--- src/pcj_pkg.sv ---
// ----------------------------------------------------------------------------
// pcj_pkg
// shared types and constants for the poisson cell jacobi update block
// ----------------------------------------------------------------------------
package pcj_pkg;

	localparam int FACES_PER_CELL = 4;
	localparam int FACE_CNT_W     = $clog2(FACES_PER_CELL);
	localparam int DIV_W          = 64;
	localparam int DIVISOR_W      = 48;
	localparam int DIV_CNT_W      = $clog2(DIV_W);

	typedef enum logic [3:0] {
		ST_IDLE,
		ST_DOT,
		ST_DIV,
		ST_MUL_HI,
		ST_MUL_LO,
		ST_COEF,
		ST_TERM,
		ST_ACC,
		ST_FIN,
		ST_QDIV,
		ST_OUT
	} pcj_state_t;

	typedef struct packed {
		logic load_in;
		logic dot;
		logic div_start;
		logic div_final;
		logic mul_hi;
		logic mul_lo;
		logic coef;
		logic coef_zero;
		logic term;
		logic acc;
		logic load_out;
	} pcj_cmd_t;

	typedef struct packed {
		logic dist_zero;
		logic div_busy;
		logic div_done;
		logic last_face;
		logic final_fault;
		logic out_free;
	} pcj_status_t;

endpackage

--- src/pcj_ctrl.sv ---
// ----------------------------------------------------------------------------
// pcj_ctrl
// sequencer for the face and cell steps
// ----------------------------------------------------------------------------
module pcj_ctrl
	import pcj_pkg::*;
(
	input  logic        clk,
	input  logic        arst_n,
	input  logic        in_valid,
	output logic        in_ready,
	input  pcj_status_t st,
	output pcj_cmd_t    cmd
);

	pcj_state_t state_q, state_d;

	always_ff @(posedge clk or negedge arst_n) begin
		if (!arst_n)
			state_q <= ST_IDLE;
		else
			state_q <= state_d;
	end

	always_comb begin
		state_d = state_q;
		unique case (state_q)
			ST_IDLE:   if (in_valid) state_d = ST_DOT;
			ST_DOT:    state_d = st.dist_zero ? ST_TERM : ST_DIV;
			ST_DIV:    if (st.div_done) state_d = ST_MUL_HI;
			ST_MUL_HI: state_d = ST_MUL_LO;
			ST_MUL_LO: state_d = ST_COEF;
			ST_COEF:   state_d = ST_TERM;
			ST_TERM:   state_d = ST_ACC;
			ST_ACC:    state_d = st.last_face ? ST_FIN : ST_IDLE;
			ST_FIN:    state_d = st.final_fault ? ST_OUT : ST_QDIV;
			ST_QDIV:   if (st.div_done) state_d = ST_OUT;
			ST_OUT:    if (st.out_free) state_d = ST_IDLE;
			default:   state_d = ST_IDLE;
		endcase
	end

	always_comb begin
		cmd      = '0;
		in_ready = 1'b0;
		unique case (state_q)
			ST_IDLE: begin
				in_ready    = 1'b1;
				cmd.load_in = in_valid;
			end
			ST_DOT: begin
				cmd.dot       = 1'b1;
				cmd.coef_zero = st.dist_zero;
			end
			// divider is idle only in the first cycle of this step
			ST_DIV:    cmd.div_start = !st.div_busy && !st.div_done;
			ST_MUL_HI: cmd.mul_hi = 1'b1;
			ST_MUL_LO: cmd.mul_lo = 1'b1;
			ST_COEF:   cmd.coef = 1'b1;
			ST_TERM:   cmd.term = 1'b1;
			ST_ACC:    cmd.acc = 1'b1;
			ST_FIN: begin
				cmd.div_final = 1'b1;
				cmd.div_start = !st.final_fault;
			end
			ST_QDIV:   cmd.div_final = 1'b1;
			ST_OUT:    cmd.load_out = st.out_free;
			default:   cmd = '0;
		endcase
	end

	a_idle_div_quiet: assert property (@(posedge clk) disable iff (!arst_n)
		(state_q == ST_IDLE) |-> !st.div_busy)
		else $error("divider busy while idle");

	a_done_in_div: assert property (@(posedge clk) disable iff (!arst_n)
		st.div_done |-> (state_q == ST_DIV || state_q == ST_QDIV))
		else $error("divider result outside a divide step");

	a_out_to_idle: assert property (@(posedge clk) disable iff (!arst_n)
		cmd.load_out |=> (state_q == ST_IDLE))
		else $error("result load did not end the cell");

endmodule
--- config.mk ---
export PLATFORM = sky130hd
export DESIGN_NAME = pcj_ctrl
export DESIGN_NICKNAME = d
export VERILOG_FILES = /design/src/pcj_pkg.sv /design/src/pcj_ctrl.sv
export SDC_FILE = /design/constraint.sdc
export NUM_CORES = 1
export LEC_CHECK = 0
export BUFFER_PORTS_ARGS = -buffer_cell sky130_fd_sc_hd__buf_2
export CORE_AREA = 2 2 39 41
export DETAILED_ROUTE_END_ITERATION = 8
export DIE_AREA = 0 0 41 43
export GPL_TIMING_DRIVEN = 1
export SLEW_MARGIN = 20
export SYNTH_ARGS = -nofsm -noshare
export SYNTH_HDL_FRONTEND = slang
export SYNTH_SLANG_ARGS = --single-unit
--- constraint.sdc ---
create_clock -name clk -period 1.63 [get_ports clk]
set_input_delay 0.2445 -clock clk [delete_from_list [all_inputs] [get_ports clk]]
set_output_delay 0.2445 -clock clk [all_outputs]
set_load 0.02 [all_outputs]
**Word level (Yosys, flattened, before mapping)**

Index checks and enable logic that the tools add are counted.

- Equality and inequality tests: 14
- Muxes and demuxes: 20
- Reductions and logical operators: 7

Operators by type and width:

| kind | count |
|---|---|
| one-hot mux 4 bit (11 select lines) | 1 |
| 2-to-1 mux 4 bit | 5 |
| equality test 4 x 3 -> 1 bit (second input constant) | 4 |
| equality test 4 bit (second input constant) | 3 |
| 2-to-1 mux 1 bit | 11 |
| equality test 4 x 2 -> 1 bit (second input constant) | 2 |
| inequality test 2 bit (second input constant) | 4 |
| equality test 4 x 1 -> 1 bit (second input constant) | 1 |
| zero test 4 bit | 1 |
| AND reduction 4 bit | 1 |
| zero test 1 bit | 3 |
| 2-to-1 mux 3 bit | 1 |
| 2-to-1 mux 2 bit | 1 |
| one-hot mux 1 bit (2 select lines) | 1 |
| OR reduction 2 bit | 1 |
| logical AND 1 bit | 1 |

- Register bits after elaboration: 4
- Output and inout bits: 12

**Longest topological paths before layout**

- Word-level depth: 3
- Gate-level depth with buffers: 4
- Gate-level depth less buffers: 3

**Worst setup path before layout**

Ideal clock, no wire load.

- Kind: reg2out
- From: reg state_q[0]
- To: out cmd[10] (netlist bit)
- Data arrival time: 1.549 ns
- Path slack: -0.163 ns
- Cell stages (with the launch flop): 3
- Path buffers: 0
- Path through: dfrtp_1 nor4_1 and2_1

RTL lines:

| what | RTL line | source |
|---|---|---|
| start: declaration | pcj_ctrl.sv:16 | `pcj_state_t state_q, state_d;` |
| start signal: assignment | pcj_ctrl.sv:22 | `state_q <= state_d;` |
| end: declaration | pcj_ctrl.sv:13 | `output pcj_cmd_t cmd` |

==> flow_summary.yaml <==
route:
  drc: 0
  highest_layer: "met3"
  met3_length_um: 81
  detail_route.vias_per_cell: 5.115
  avgRoutedWirePerCell_um: 12.68
  dr_total_vias: 491
  drt-pass1-iter-count: 4
  dr_wl_met2_um: 630
  routed_wirelength_um: 1217
  drt-met1-wl_um: 505
  ant_nets: 0
  first_iter_violations: 23
die:
  core_area_um2: 1384
  die_w_um: 41
  start_util_pct: 27.40
  std_cell_rows: 14
  dieArea_um2: 1763
  die_h_um: 43
  io_pins: 21
synthesis:
  yosys-top-cells-count: "nor3_1, dfrtp_1"
  yosysMostFrequentCell: "nor3_1"
  synth_edf_count: 0
  ys_seq_area_share_pct: 26.40
  synth_area_leader_cell: "dfrtp_1"
  synthArstFlopShare_pct: 100.0
  yosys_warnings: 0
  synth_cell_types: 27
  syn_nets: 56
  synth_area_um2: 379.1
  syn_inst: 47
  synth.avg_cell_area_um2: 8.066
  yosys-top-cells-area: "dfrtp_1, nor3_1, nor3b_1, and2b_2, a21oi_1"
  synth-main-ff-cell: "dfrtp_1"
  synth_top_area_share_pct: 26.40
  ys_seq_elements: 4
setup_path:
  arrival_ns: 1.41
  cp_top_family: "flip-flops"
  critical_path_class: "reg -> out"
  path_buf_inv: 1
  path_cells: "nor3_2 -> a21oi_1 -> nor3_1 -> buf_2"
  crit_slowest_cell: "dfrtp_2"
  worstPathRequired_ns: 1.39
  endpoint_kind: "primary output"
  critPathMaxStageDelay_ns: 0.46
  cp_num_cells: 4
  rr_worst_depth: 5
  worstSetupStartpointType: "flip-flop"
  critPathMaxFanout: 8
place:
  dp_cells: 81
  hpwl_um: 690
  gp_congestion: 0.7100
  port_buffers: 20
cts:
  clkTransAtPathRegs_ns: 0.04
  cts_buffer_depth: 2
  cts-htree-levels: 1
  cts_tree: "built"
  cts_root_buffer: "clkbuf_4"
  clkSinkCount: 4
  clk_latency_ns: 0.24
  cts_buffers: 3
run:
  maxCapViolCount: 0
sta:
  fin_crit_sh_pct: 101.5
  timing.final.hold_violations: 0
  worstMarginPinSlew_ns: 0.2681
  fmax_mhz: 604.6
  min_period_ns: 1.654
  drv_slew: 0
  rsz0062_at_grt: "true"
  setup_ws_ns: -0.02397
  fin_worst_skew_ns: 0.009471
  finalSetupTns_ns: -0.02397
  holdWs_ns: 0.2215
  slew_headroom_pct: 82.07
  final-setup-viol-count: 1
layout:
  nets: 91
  area_delta_synth_final_pct: 79.21
  reg.largest.list: "state_q x4"
  drive_above_1_share_pct: 65.00
  fillers: 146
  largest_register: "state_q"
  finalNonFillerCells: 96
  antenna_cells: 0
  largest_reg_flops: 4
worst_hold_path:
  worstHoldPathCells: 2
  holdCritPathClass: "in -> reg"
grt:
  grt_pass1_wl_um: 1607
  grt_pass1_vias: 358
  grt_max_degree: 16
  antenna_found_initial: 0
  grt_usage_pct: 13.90
  grt.overflow.total: 0
power:
  power_leakage_nw: 0.3221
  cellPowerDensity_nw_per_um2: 1889
  peakVddDrop_mv: 1.006
outcome:
  violations: "negative setup slack"
  outcome: "finished with violations"
-- worst register-to-register path: stages (launching register included) --
cell,delay [ns]
dfrtp_2,0.46
buf_6,0.15
and2b_2,0.22
buf_4,0.14
a211oi_2,0.17
o32ai_1,0.12
-- layout make-up --
| type | count | area (um2) | area share [%] |
|---|---|---|---|
| Multi-Input combinational cell | 39 | 295.3 | 43.46 |
| Clock buffer | 3 | 22.52 | 3.315 |
| Timing Repair Buffer | 34 | 236.5 | 34.81 |
| Sequential cell | 4 | 105.1 | 15.47 |
| Tap cell | 16 | 20.02 | 2.947 |
-- cell families after synthesis --
kind of cell,count (synthesis),share of synthesized area [%]
AO/OA/AOI/OAI,12,21.45
flip-flops,4,26.40
buffers and inverters,4,8.248
AND/OR/NAND/NOR,27,43.90
-- per-stage QoR --
step | power [mW] | util (%) | worst slack, ns | instance area (um2)
after global placement | 0.8466 | 35.35 | 0.2278 | 489.2
final | 1.283 | 49.10 | -0.02397 | 679.4
after detailed placement | 0.8500 | 35.35 | 0.2123 | 489.2
after global routing | 1.376 | 49.10 | -0.1485 | 679.4
after floorplan | 0.7122 | - | 0.08091 | 385.4
after CTS | 0.9947 | 37.97 | 0.02218 | 525.5
-- metal layers --
metal  up-vias  track usage (%)
li1        241                -
met1       226            19.81
met2        24            16.56
met3         0            3.141
met4         0            12.00
met5         -                0
-- cells in the final DEF, fill, tap and decap left out, types with 3 or more instances in the layout --
master and count:
nor3_1 3, dfrtp_2 4, buf_2 16, buf_6 5, o21ai_0 3, clkbuf_4 3, a21oi_1 3, nand2_1 3
and2b_2 3, buf_4 12, nor2_1 3
-- power by group --
part | internal (mW) | switching [mW] | total [mW]
Clock | 0.0829 | 0.0477 | 0.131
Sequential | 0.157 | 0.134 | 0.291
Combinational | 0.452 | 0.410 | 0.862
-- what timing repair did --
action                     4_1_cts  5_1_grt
setup endpoints to repair        6        8
gates resized for setup          3       18
pin swaps                        0        6
hold buffers                     1        0
hold endpoints to repair         4        0
setup buffers                    0       11
-- path summary, 6_finish.rpt --
| check | startpoint | endpoint | slack, ns |
|---|---|---|---|
| max reg2reg | state_q[3] | state_q[0] | 0.24 |
| max in group asynchronous | arst_n | state_q[1] | 1.15 |
| max | state_q[3] | cmd[8] | -0.02 |
| min | st[2] | state_q[3] | 0.22 |
| min in group asynchronous | arst_n | state_q[0] | 0.33 |
| min reg2reg | state_q[2] | state_q[2] | 0.65 |
(Power assumes the default switching activity.)
